--- config.mk ---
export PLATFORM = sky130hd
export DESIGN_NAME = mips_subset_execute_core_top
export DESIGN_NICKNAME = d
export VERILOG_FILES = /design/src/design/msec_pkg.sv /design/src/design/msec_exec.sv /design/src/design/mips_subset_execute_core_top.sv
export SDC_FILE = /design/constraint.sdc
export NUM_CORES = 2
export LEC_CHECK = 0
export BUFFER_PORTS_ARGS = -buffer_cell sky130_fd_sc_hd__buf_2
export CAP_MARGIN = 20
export CORE_MARGIN = 2
export CORE_UTILIZATION = 65
export DETAILED_ROUTE_END_ITERATION = 10
export PLACE_DENSITY = 0.82
export SETUP_SLACK_MARGIN = 0.1
export SLEW_MARGIN = 0
export SYNTH_ARGS = -nofsm -noshare
export SYNTH_HDL_FRONTEND = slang
export SYNTH_SLANG_ARGS = --single-unit
--- constraint.sdc ---
create_clock -name clk -period 12.8 [get_ports clk]
set_input_delay 2.56 -clock clk [delete_from_list [all_inputs] [get_ports clk]]
set_output_delay 2.56 -clock clk [all_outputs]
set_load 0.05 [all_outputs]
--- src/design/msec_pkg.sv ---
// ----------------------------------------------------------------------------
// msec_pkg
// Shared types, constants and the instruction decoder of the execute core.
// ----------------------------------------------------------------------------
package msec_pkg;

  // program store size and field widths
  localparam int unsigned PROGRAM_DEPTH = 1024;
  localparam int unsigned PC_W          = 10;
  localparam int unsigned LEN_W         = 11;
  localparam int unsigned TGT_W         = 18;

  localparam logic [LEN_W-1:0] LIMIT_MAX   = LEN_W'(PROGRAM_DEPTH);
  localparam logic [LEN_W-1:0] LIMIT_RESET = LEN_W'(1);

  // commands
  localparam logic CMD_EXEC = 1'b0;
  localparam logic CMD_READ = 1'b1;

  // syscall encoding and fixed registers
  localparam logic [31:0] SYSCALL_WORD   = 32'h0000_000C;
  localparam logic [4:0]  REG_ZERO       = 5'd0;
  localparam logic [4:0]  REG_V0         = 5'd2;
  localparam logic [4:0]  REG_A0         = 5'd4;
  localparam logic [31:0] REQ_PRINT_INT  = 32'd1;
  localparam logic [31:0] REQ_EXIT       = 32'd10;
  localparam logic [31:0] REQ_PRINT_CHAR = 32'd11;

  // primary opcodes
  localparam logic [5:0] OPC_RTYPE   = 6'b000000;
  localparam logic [5:0] OPC_BEQ     = 6'b000100;
  localparam logic [5:0] OPC_BNE     = 6'b000101;
  localparam logic [5:0] OPC_ADDI    = 6'b001000;
  localparam logic [5:0] OPC_SLTI    = 6'b001010;
  localparam logic [5:0] OPC_ANDI    = 6'b001100;
  localparam logic [5:0] OPC_ORI     = 6'b001101;
  localparam logic [5:0] OPC_LUI     = 6'b001111;
  localparam logic [5:0] OPC_SPECIAL2 = 6'b011100;

  // function codes
  localparam logic [5:0] FN_ADD = 6'b100000;
  localparam logic [5:0] FN_SUB = 6'b100010;
  localparam logic [5:0] FN_AND = 6'b100100;
  localparam logic [5:0] FN_OR  = 6'b100101;
  localparam logic [5:0] FN_SLT = 6'b101010;
  localparam logic [5:0] FN_MUL = 6'b000010;

  typedef enum logic [3:0] {
    OP_ADD, OP_SUB, OP_AND, OP_OR, OP_SLT, OP_MUL, OP_BEQ, OP_BNE,
    OP_ADDI, OP_SLTI, OP_ANDI, OP_ORI, OP_LUI, OP_SYSCALL, OP_BAD
  } op_t;

  typedef enum logic [2:0] {
    EV_NONE       = 3'd0,
    EV_PRINT_INT  = 3'd1,
    EV_PRINT_CHAR = 3'd2,
    EV_EXIT       = 3'd3,
    EV_UNKNOWN    = 3'd4,
    EV_INVALID    = 3'd5
  } ev_kind_t;

  // operands and state handed to the execute unit
  typedef struct packed {
    logic             cmd;
    logic [31:0]      word;
    logic [31:0]      a;
    logic [31:0]      b;
    logic [PC_W-1:0]  pc;
    logic             stop;
    logic [LEN_W-1:0] limit;
  } ex_in_t;

  // result, next state and register write from the execute unit
  typedef struct packed {
    ev_kind_t        kind;
    logic [31:0]     value;
    logic [PC_W-1:0] pc;
    logic            stop;
    logic            we;
    logic [4:0]      waddr;
    logic [31:0]     wdata;
  } ex_out_t;

  function automatic op_t decode_op(input logic [31:0] w);
    logic [5:0] hi;
    logic [5:0] lo;
    op_t        op;
    hi = w[31:26];
    lo = w[5:0];
    op = OP_BAD;
    if (w == SYSCALL_WORD) begin
      op = OP_SYSCALL;
    end else if (hi == OPC_RTYPE) begin
      case (lo)
        FN_ADD:  op = OP_ADD;
        FN_SUB:  op = OP_SUB;
        FN_AND:  op = OP_AND;
        FN_OR:   op = OP_OR;
        FN_SLT:  op = OP_SLT;
        default: op = OP_BAD;
      endcase
    end else if (hi == OPC_SPECIAL2) begin
      op = (lo == FN_MUL) ? OP_MUL : OP_BAD;
    end else begin
      case (hi)
        OPC_BEQ:  op = OP_BEQ;
        OPC_BNE:  op = OP_BNE;
        OPC_ADDI: op = OP_ADDI;
        OPC_SLTI: op = OP_SLTI;
        OPC_ANDI: op = OP_ANDI;
        OPC_ORI:  op = OP_ORI;
        OPC_LUI:  op = OP_LUI;
        default:  op = OP_BAD;
      endcase
    end
    return op;
  endfunction

endpackage

--- src/design/msec_exec.sv ---
// ----------------------------------------------------------------------------
// msec_exec
// Execute unit: decodes one instruction, computes the register write, the
// next pc, the halt decision and the reported event; a read command returns operand a.
// ----------------------------------------------------------------------------
module msec_exec (
  input  msec_pkg::ex_in_t  ex_i,
  output msec_pkg::ex_out_t ex_o
);
  import msec_pkg::*;

  op_t              op;
  logic [4:0]       rs_rt;
  logic [4:0]       rd;
  logic [15:0]      imm;
  logic [31:0]      simm;
  logic [TGT_W-1:0] pc_ext;
  logic [TGT_W-1:0] seq_pc;
  logic [TGT_W-1:0] br_pc;
  logic [TGT_W-1:0] target;
  logic [31:0]      prod;
  logic             lt_ab;
  logic             lt_ai;
  logic             halt_now;
  logic             wr_raw;
  logic             out_of_range;

  // field extraction and shared arithmetic
  assign op     = decode_op(ex_i.word);
  assign rs_rt  = ex_i.word[20:16];
  assign rd     = ex_i.word[15:11];
  assign imm    = ex_i.word[15:0];
  assign simm   = {{16{imm[15]}}, imm};
  assign pc_ext = {{(TGT_W-PC_W){1'b0}}, ex_i.pc};
  assign seq_pc = pc_ext + TGT_W'(1);
  assign br_pc  = pc_ext + {{(TGT_W-16){imm[15]}}, imm};
  assign prod   = 32'(ex_i.a * ex_i.b);
  assign lt_ab  = $signed(ex_i.a) < $signed(ex_i.b);
  assign lt_ai  = $signed(ex_i.a) < $signed(simm);

  // instruction behavior
  always_comb begin
    ex_o     = '0;
    ex_o.kind  = EV_NONE;
    ex_o.pc    = ex_i.pc;
    ex_o.stop  = ex_i.stop;
    ex_o.waddr = rd;
    target   = seq_pc;
    halt_now = 1'b0;
    wr_raw   = 1'b0;
    out_of_range = 1'b0;
    if (ex_i.cmd == CMD_READ) begin
      ex_o.value = ex_i.a;
    end else if (ex_i.stop) begin
      ex_o.stop = 1'b1;
    end else if ({1'b0, ex_i.pc} >= ex_i.limit) begin
      ex_o.stop = 1'b1;
    end else begin
      case (op)
        OP_ADD:  begin wr_raw = 1'b1; ex_o.wdata = ex_i.a + ex_i.b; end
        OP_SUB:  begin wr_raw = 1'b1; ex_o.wdata = ex_i.a - ex_i.b; end
        OP_AND:  begin wr_raw = 1'b1; ex_o.wdata = ex_i.a & ex_i.b; end
        OP_OR:   begin wr_raw = 1'b1; ex_o.wdata = ex_i.a | ex_i.b; end
        OP_SLT:  begin wr_raw = 1'b1; ex_o.wdata = {31'b0, lt_ab}; end
        OP_MUL:  begin wr_raw = 1'b1; ex_o.wdata = prod; end
        OP_BEQ:  begin
          if (ex_i.a == ex_i.b) target = br_pc;
        end
        OP_BNE:  begin
          if (ex_i.a != ex_i.b) target = br_pc;
        end
        OP_ADDI: begin
          wr_raw = 1'b1; ex_o.waddr = rs_rt; ex_o.wdata = ex_i.a + simm;
        end
        OP_SLTI: begin
          wr_raw = 1'b1; ex_o.waddr = rs_rt; ex_o.wdata = {31'b0, lt_ai};
        end
        OP_ANDI: begin
          wr_raw = 1'b1; ex_o.waddr = rs_rt; ex_o.wdata = ex_i.a & simm;
        end
        OP_ORI:  begin
          wr_raw = 1'b1; ex_o.waddr = rs_rt; ex_o.wdata = ex_i.a | simm;
        end
        OP_LUI:  begin
          wr_raw = 1'b1; ex_o.waddr = rs_rt; ex_o.wdata = {imm, 16'b0};
        end
        OP_SYSCALL: begin
          // request in a (v0), argument in b (a0)
          if (ex_i.a == REQ_PRINT_INT) begin
            ex_o.kind = EV_PRINT_INT; ex_o.value = ex_i.b;
          end else if (ex_i.a == REQ_PRINT_CHAR) begin
            ex_o.kind = EV_PRINT_CHAR; ex_o.value = {24'b0, ex_i.b[7:0]};
          end else if (ex_i.a == REQ_EXIT) begin
            ex_o.kind = EV_EXIT; halt_now = 1'b1;
          end else begin
            ex_o.kind = EV_UNKNOWN; ex_o.value = ex_i.a; halt_now = 1'b1;
          end
        end
        default: begin
          ex_o.kind = EV_INVALID;
          halt_now  = 1'b1;
        end
      endcase
      // next pc below zero or at or beyond the program length
      out_of_range = target[TGT_W-1] ||
                     (target[TGT_W-2:0] >= {{(TGT_W-1-LEN_W){1'b0}}, ex_i.limit});
      // halt keeps the pc of the halting instruction
      if (halt_now || out_of_range) begin
        ex_o.stop = 1'b1;
      end else begin
        ex_o.pc = target[PC_W-1:0];
      end
      ex_o.we = wr_raw && (ex_o.waddr != REG_ZERO);
    end
  end

endmodule

--- src/design/mips_subset_execute_core_top.sv ---
// ----------------------------------------------------------------------------
// mips_subset_execute_core_top
// Small MIPS32 subset execute core with a 32-entry register file in memory.
// ----------------------------------------------------------------------------
// The core takes one item per clock and returns exactly one result per item,
// in order. An item passes a read stage (two operands read from the register
// file memory, synchronous read) and an execute stage (decode, execute, write
// back); the result sits in the output register until taken. A register
// written by one item is forwarded to the next, so back-to-back dependent
// instructions run at full rate. Throughput is one item per cycle while
// out_stall is low; a held result stalls the input once the execute stage is
// also full. The register file reads as zero after reset through per-entry
// valid bits, so no clearing pass is needed. program_length must be written
// through cfg_wr_en/cfg_wr_data only while idle; the core does not enforce it.
module mips_subset_execute_core_top (
  input  logic                          clk,
  input  logic                          rst_n,
  // configuration
  input  logic                          cfg_wr_en,
  input  logic [msec_pkg::LEN_W-1:0]    cfg_wr_data,
  // input channel
  input  logic                          in_valid,
  output logic                          in_stall,
  input  logic                          in_command,
  input  logic [31:0]                   in_instr_word,
  input  logic [4:0]                    in_reg_index,
  // result channel
  output logic                          out_valid,
  input  logic                          out_stall,
  output logic [2:0]                    out_event_kind,
  output logic signed [31:0]            out_event_value,
  output logic [msec_pkg::PC_W-1:0]     out_next_pc,
  output logic                          out_halted
);
  import msec_pkg::*;

  // control and architectural state
  logic             s1_v_r;
  logic             out_valid_r;
  logic [PC_W-1:0]  pc_r;
  logic             stop_r;
  logic [LEN_W-1:0] limit_r;
  logic [31:0]      rf_vld_r;
  logic             lw_en_r;

  // stage 1 payload
  logic             s1_cmd_r;
  logic [31:0]      s1_word_r;
  logic [4:0]       ra_r;
  logic [4:0]       rb_r;
  logic [4:0]       lw_addr_r;
  logic [31:0]      lw_data_r;

  // register file memory
  logic [31:0]      rf_mem [32];
  logic [31:0]      rf_qa_r;
  logic [31:0]      rf_qb_r;

  // output register
  logic [2:0]       out_kind_r;
  logic [31:0]      out_value_r;
  logic [PC_W-1:0]  out_pc_r;
  logic             out_halted_r;

  logic             accept;
  logic             s1_adv;
  logic             in_syscall;
  logic [4:0]       ra;
  logic [4:0]       rb;
  logic [31:0]      op_a;
  logic [31:0]      op_b;
  logic             rf_we;
  ex_in_t           ex_in;
  ex_out_t          ex_out;

  // handshake
  assign s1_adv   = s1_v_r && (!out_valid_r || !out_stall);
  assign in_stall = s1_v_r && out_valid_r && out_stall;
  assign accept   = in_valid && !in_stall;

  // operand addresses: syscall reads v0/a0, a read command uses its index
  assign in_syscall = (in_command == CMD_EXEC) && (in_instr_word == SYSCALL_WORD);
  assign ra = (in_command == CMD_READ) ? in_reg_index :
              (in_syscall ? REG_V0 : in_instr_word[25:21]);
  assign rb = in_syscall ? REG_A0 : in_instr_word[20:16];

  // register file read and write ports
  always_ff @(posedge clk) begin
    if (accept) begin
      rf_qa_r <= rf_mem[ra];
      rf_qb_r <= rf_mem[rb];
    end
    if (rf_we) begin
      rf_mem[ex_out.waddr] <= ex_out.wdata;
    end
  end

  // forward the latest write, unwritten entries read as zero
  always_comb begin
    if (lw_en_r && (lw_addr_r == ra_r)) begin
      op_a = lw_data_r;
    end else begin
      op_a = rf_vld_r[ra_r] ? rf_qa_r : 32'b0;
    end
    if (lw_en_r && (lw_addr_r == rb_r)) begin
      op_b = lw_data_r;
    end else begin
      op_b = rf_vld_r[rb_r] ? rf_qb_r : 32'b0;
    end
  end

  // execute stage
  assign ex_in = '{cmd: s1_cmd_r, word: s1_word_r, a: op_a, b: op_b,
                   pc: pc_r, stop: stop_r, limit: limit_r};

  msec_exec u_exec (
    .ex_i (ex_in),
    .ex_o (ex_out)
  );

  assign rf_we = s1_adv && ex_out.we;

  // control registers
  always_ff @(posedge clk) begin
    if (!rst_n) begin
      s1_v_r      <= 1'b0;
      out_valid_r <= 1'b0;
      pc_r        <= '0;
      stop_r      <= 1'b0;
      limit_r     <= LIMIT_RESET;
      rf_vld_r    <= '0;
      lw_en_r     <= 1'b0;
    end else begin
      if (accept) begin
        s1_v_r <= 1'b1;
      end else if (s1_adv) begin
        s1_v_r <= 1'b0;
      end
      if (s1_adv) begin
        out_valid_r <= 1'b1;
        pc_r        <= ex_out.pc;
        stop_r      <= ex_out.stop;
      end else if (!out_stall) begin
        out_valid_r <= 1'b0;
      end
      if (cfg_wr_en) begin
        limit_r <= (cfg_wr_data > LIMIT_MAX) ? LIMIT_MAX : cfg_wr_data;
      end
      if (rf_we) begin
        rf_vld_r[ex_out.waddr] <= 1'b1;
        lw_en_r                <= 1'b1;
      end
    end
  end

  // payload registers
  always_ff @(posedge clk) begin
    if (accept) begin
      s1_cmd_r  <= in_command;
      s1_word_r <= in_instr_word;
      ra_r      <= ra;
      rb_r      <= rb;
    end
    if (rf_we) begin
      lw_addr_r <= ex_out.waddr;
      lw_data_r <= ex_out.wdata;
    end
    if (s1_adv) begin
      out_kind_r   <= ex_out.kind;
      out_value_r  <= ex_out.value;
      out_pc_r     <= ex_out.pc;
      out_halted_r <= ex_out.stop;
    end
  end

  assign out_valid       = out_valid_r;
  assign out_event_kind  = out_kind_r;
  assign out_event_value = out_value_r;
  assign out_next_pc     = out_pc_r;
  assign out_halted      = out_halted_r;

  // checks
  a_stop_sticky: assert property (@(posedge clk) disable iff (!rst_n)
    stop_r |=> stop_r)
    else $error("halt flag cleared");

  a_no_zero_write: assert property (@(posedge clk) disable iff (!rst_n)
    rf_we |-> (ex_out.waddr != REG_ZERO))
    else $error("write to register zero");

  a_stall_full: assert property (@(posedge clk) disable iff (!rst_n)
    in_stall |-> (s1_v_r && out_valid_r))
    else $error("input stalled with room in the pipe");

  a_result_source: assert property (@(posedge clk) disable iff (!rst_n)
    $rose(out_valid_r) |-> $past(s1_adv))
    else $error("result appeared without an executed item");

endmodule

Word level (Yosys, flattened, before mapping)
Memory sizes are Yosys's and may differ from the RTL's. A register that Yosys moved wholly into a read port is not among the register bits.
Index checks and enable logic that the tools add are counted.
{ "classes": {"mul": 1, "eq_ne": 37, "addsub": 5, "reduce_logical": 24, "order_cmp": 9, "bitwise_logic": 6, "muxes": 63, "shifts": 0, "div": 0} }
{ "ops": {"columns": ["cell", "count"], "rows": [
  ["one-hot mux 32 bit (11 select lines)", 1],
  ["two-way mux 32 bit", 7],
  ["== test 32 x 4 -> 1 bit, second input constant", 4],
  ["bitwise OR 32 bit", 3],
  ["two-way mux 18 bit", 5],
  ["two-way mux 42 bit", 2],
  ["two-way mux 38 bit", 2],
  ["two-way mux 35 bit", 2],
  ["adder 32 bit", 2],
  ["AND 32 bit", 2],
  ["two-way mux 49 bit", 1],
  ["one-hot mux 18 bit (2 select lines)", 1],
  ["two-way mux 5 bit", 7],
  ["== test 32 x 1 -> 1 bit, second input constant", 1],
  ["== test 32 bit", 1],
  ["less-than comparator 32 x 16 -> 1 bit", 1],
  ["less-than comparator 32 bit", 1],
  ["multiplier 32 x 32 -> 32 bit", 1],
  ["!= test 32 bit", 1],
  ["subtractor 32 bit", 1],
  ["== test 6 x 4 -> 1 bit, second input constant", 5],
  ["== test 6 bit, second input constant", 5],
  ["one-hot mux 4 bit (7 select lines)", 1],
  ["== test 4 bit, second input constant", 6],
  ["other kinds (37)", 82]
]} }
{ "totals": {"romBits": 0, "n_memories": 1, "latch_bits": 0, "mem_bits_rw": 1024, "ff_bits": 183, "wordCells": 163} }
{ "mem_list": {"columns": ["name", "depth", "word_bits", "read_ports", "rd_clocked_by_memory_dff", "write_ports", "line", "text"], "rows": [
  ["rf_mem", 32, 32, 2, 2, 1, "mips_subset_execute_core_top.sv:55", "logic [31:0] rf_mem [32];"]
]} }

Logic depth before layout (Yosys ltp)
{ "logic_depth": {"word_depth": 22, "mapped_depth": 40, "mapped_depth_nobuf": 36} }

Cells and area by module
From an unflattened synthesis, not the netlist that was laid out.
{ "unflattened": {"cells_unflattened": 7961, "hier_area_um2": 82618.0} }
{ "modules_own_cells": {"columns": ["module", "cells_per_inst", "area_per_inst_um2", "instances", "seq_area_each_um2"], "rows": [
  ["mips_subset_execute_core_top", 4943, 58635.0, 1, 37596.1],
  ["msec_exec", 3018, 23983.0, 1, 0.0]
]} }

Worst setup path after synthesis
OpenSTA, ideal clock, no wires.
{ "synth_path": {"kind": "reg-to-reg", "start": "reg rb_r[0]", "end": "reg lw_data_r[31] (data pin)", "t_required_ps": 12396, "arrival_time_ps": 10296, "stages_incl_launch_ff": 38, "slack_ps": 2101, "setup_ps": 404, "period_less_slack_ps": 10699, "path_cell_list": "edfxtp_1 -> buf_4 -> mux4_2 -> mux4_2 -> mux2_2 -> buf_6 -> and2_4 -> buf_6 -> buf_6 -> a22o_1 -> clkbuf_1 -> inv_1 -> clkbuf_1 -> nor2_1 -> fa_1 -> inv_1 -> fa_1 -> fa_1 -> [... 2 more ...] -> fa_1 -> fa_1 -> fa_1 -> fa_1 -> ha_1 -> a21oi_1 -> nor2b_1 -> o21ai_0 -> nand2b_1 -> a21oi_1 -> o21bai_1 -> a21o_1 -> a21o_1 -> a2111oi_0 -> o31a_1 -> xnor3_1 -> a21oi_1 -> a31oi_1"} }
{ "synth_rtl": {"columns": ["item", "line", "text"], "rows": [
  ["start: declaration", "mips_subset_execute_core_top.sv:50", "logic [4:0] rb_r;"],
  ["start signal: assignment", "mips_subset_execute_core_top.sv:162", "rb_r <= rb;"],
  ["end signal: assignment", "mips_subset_execute_core_top.sv:166", "lw_data_r <= ex_out.wdata;"],
  ["end: declaration", "mips_subset_execute_core_top.sv:52", "logic [31:0] lw_data_r;"]
]} }

==> run metrics <==
Area growth, synth to finish=9.38%; CP endpoint kind=flip-flop; clock group share of total power=41.2%; placed cells=8608; Slowest-stage cell, CP=a2111oi_0; initial antenna violation count=5; combinational share of power=12.1%; multiplexer share of the synthesized area=10.2%; Sw Pwr=2.66 mW; worst slew pin tran=1440 ps; post-route clock period utilization=93.9%; dpl ws=962 ps; WP data required=13310 ps; setup ws final=779 ps; nets@finish=7845; drt drc=0; fin cells=8867; CP Class=flip-flop to flip-flop; drt initial violations=11400; CTS Sinks=1271; commonest non-fill, non-tap cell in the layout=nand2_1; via count=63900; min-delay worst type=flip-flop to flip-flop; Sw Share=27.0%; # Post-CTS Setup Buffers=0; Max Cap Viol=0; Pint=7.19 mW; CTS Buf Count=135; post-synthesis sequential area ratio=46.6%; Post-Syn Area=80700 um^2; #FFs+latches synth=1271; Gate Count Post-Synth=7112; R2R cell count=36; LEAKAGE=34.9 nW; final slew viol count=0; layout cells sized above 1=14.1%; commonest non-fill, non-tap cells in the layout=1409 x nand2_1, 1214 x edfxtp_1, 557 x nand3_1; IO Count=102; sequential power share=46.8%; die height=356 um; pin count of the biggest net entering global routing=183; Power Density=112 nW/um^2; VDD IR max=0.000146 V; clk root buf=clkbuf_16; vias per cell=7.20; FP Rows=129; Synth Area in Adders=14.6%; synth unique cells=83; Synth Area in XOR/XNOR=1.90%; clk_lat worst skew=820 ps; hold depth=2; largest family of logic cells by synthesized area=adder cells; Die W=356 um; Post-synth EDFFs=1214; slowest stage delay, CP=1010 ps; GPL Wtd Cong=1.10; HPWL Detailed=172000 um; fin util=71.5%; All-Layer GR Usage=44.1%; TritonCTS clock tree=done; count of input and output buffers=101; Setup TNS=0 ps; ys flop type=edfxtp_1; Hold Vio Cnt, Final=0; vias in the first global route=63200; DR pass1 iterations=10; Routed Antenna Nets=0; max_slew headroom=3.73%; compound-gate portion of the synthesized area=7.55%; H-tree levels=4; Synth Area per Inst=11.3 um^2; post-synthesis simple-gate area fraction=14.5%; Crit path top cell by count=fa_1; gr ovfl total=0; status=finished, final reports clean; critical path peak fanout=33; RSZ-0062 raised after global routing=no; FFs w/ async S/R, synth=0%; clock slew at reported path FFs=60 ps; post-CTS resize count=0; arrival time worst endpoint=12530 ps; first-pass GRT wire length=407000 um; crit path time final=12020 ps; CORE AREA=123000 um^2; CTS Buffer Depth=3; setup violators final=0; Synth Warn #=0; starting density of the core=65.4%; drt total wl=279000 um; hold_buf cts=0; Die ar.=127000 um^2; post-DR wirelength/cell=31.5 um; clock skew=34.1 ps; Max Freq=0.0832 GHz; CP Launch Type=flip-flop
per-layer routing:
layer  vias to the layer above  share of wire [%]  GRT usage, %
met4                         6                8.2          30.6
met5                         -              0.016             0
met2                      6087                 44          65.0
li1                      25600                  -             -
met3                      1452                 16          13.7
met1                     30700                 32          56.0
flip-flops by register name (all words and copies together) (netlist names), 10 cells and up:
| register | flops |
|---|---|
| rf_vld_r | 32 |
| rf_qa_r | 32 |
| rf_mem | 1024 |
| limit_r | 11 |
| rf_qb_r | 32 |
| lw_data_r | 32 |
| s1_word_r | 32 |
| out_next_pc | 10 |
| out_event_value | 32 |
| pc_r | 10 |
layout make-up:
type,instances,area (um^2)
diodes,5,12.5
well taps,1637,2050
fillers,8003,35200
repair buffers,303,2140
clock buffers,155,3480
clock inverters,92,1120
inverters,523,1980
flip-flops and latches,1271,37600
multi-input cells,4881,39900
cells by family (layout without fill, tap and decap cells):
group,after synthesis,in the layout
AND/OR/NAND/NOR,2718,2718
flip-flops,1271,1271
buffers and inverters,991,1073
AO/OA/AOI/OAI,867,867
adder cells (fa/ha/maj),699,699
multiplexers,406,406
XOR/XNOR,159,159
other,1,37
critical path: cells and delay by family, from the launching register on:
family,cells,cell delay (ps)
adder cells (fa/ha/maj),9,4120
AO/OA/AOI/OAI,11,2760
multiplexers,3,1500
buffers and inverters,8,1460
flip-flops,1,720
AND/OR/NAND/NOR,4,550
XOR/XNOR,1,520
power by group through the flow:
stage          sequential [mW]  clock [mW]  combinational [mW]
4_1_cts                   4.60        4.06                1.12
6_report                  4.61        4.05                1.19
2_1_floorplan             4.68           0               0.703
5_1_grt                   4.60        4.21                1.22
3_5_place_dp              4.69           0                1.11
3_3_place_gp              4.69           0                1.09
worst paths after layout:
path / startpoint / endpoint / slack [ps]
worst max-delay path: rb_r[0] / rf_mem[27][31] / 780
worst min-delay path: limit_r[8] / limit_r[8] / 470
worst max register to register: rb_r[0] / rf_mem[27][31] / 780
worst min register to register: limit_r[8] / limit_r[8] / 470
stage by stage:
step | hold WS (ps) | total power [mW] | area, um^2
after CTS | 476 | 9.78 | 88200
after global routing | 496 | 10.0 | 88300
after global placement | 452 | 5.78 | 83600
after detailed placement | 463 | 5.80 | 83600
after floorplan | 436 | 5.38 | 80800
final | 472 | 9.85 | 88300
synthesized netlist by cell type, drive strengths merged, types with 48 or more instances:
master / number / area (um^2)
a311oi: 164 / 1440
nand3: 558 / 2790
clkbuf: 422 / 1580
fa: 411 / 8230
edfxtp: 1214 / 36500
xor2: 48 / 420
xnor2: 103 / 932
a22oi: 48 / 393
a21o: 85 / 638
inv: 506 / 1900
nor3: 67 / 335
a21oi: 217 / 1090
o21ai: 89 / 445
dfxtp: 57 / 1140
mux4: 330 / 7430
nand2: 1413 / 5310
a31oi: 51 / 319
and3: 82 / 513
nor2: 420 / 1580
ha: 265 / 3320
Power figures use the tool's default switching activity.
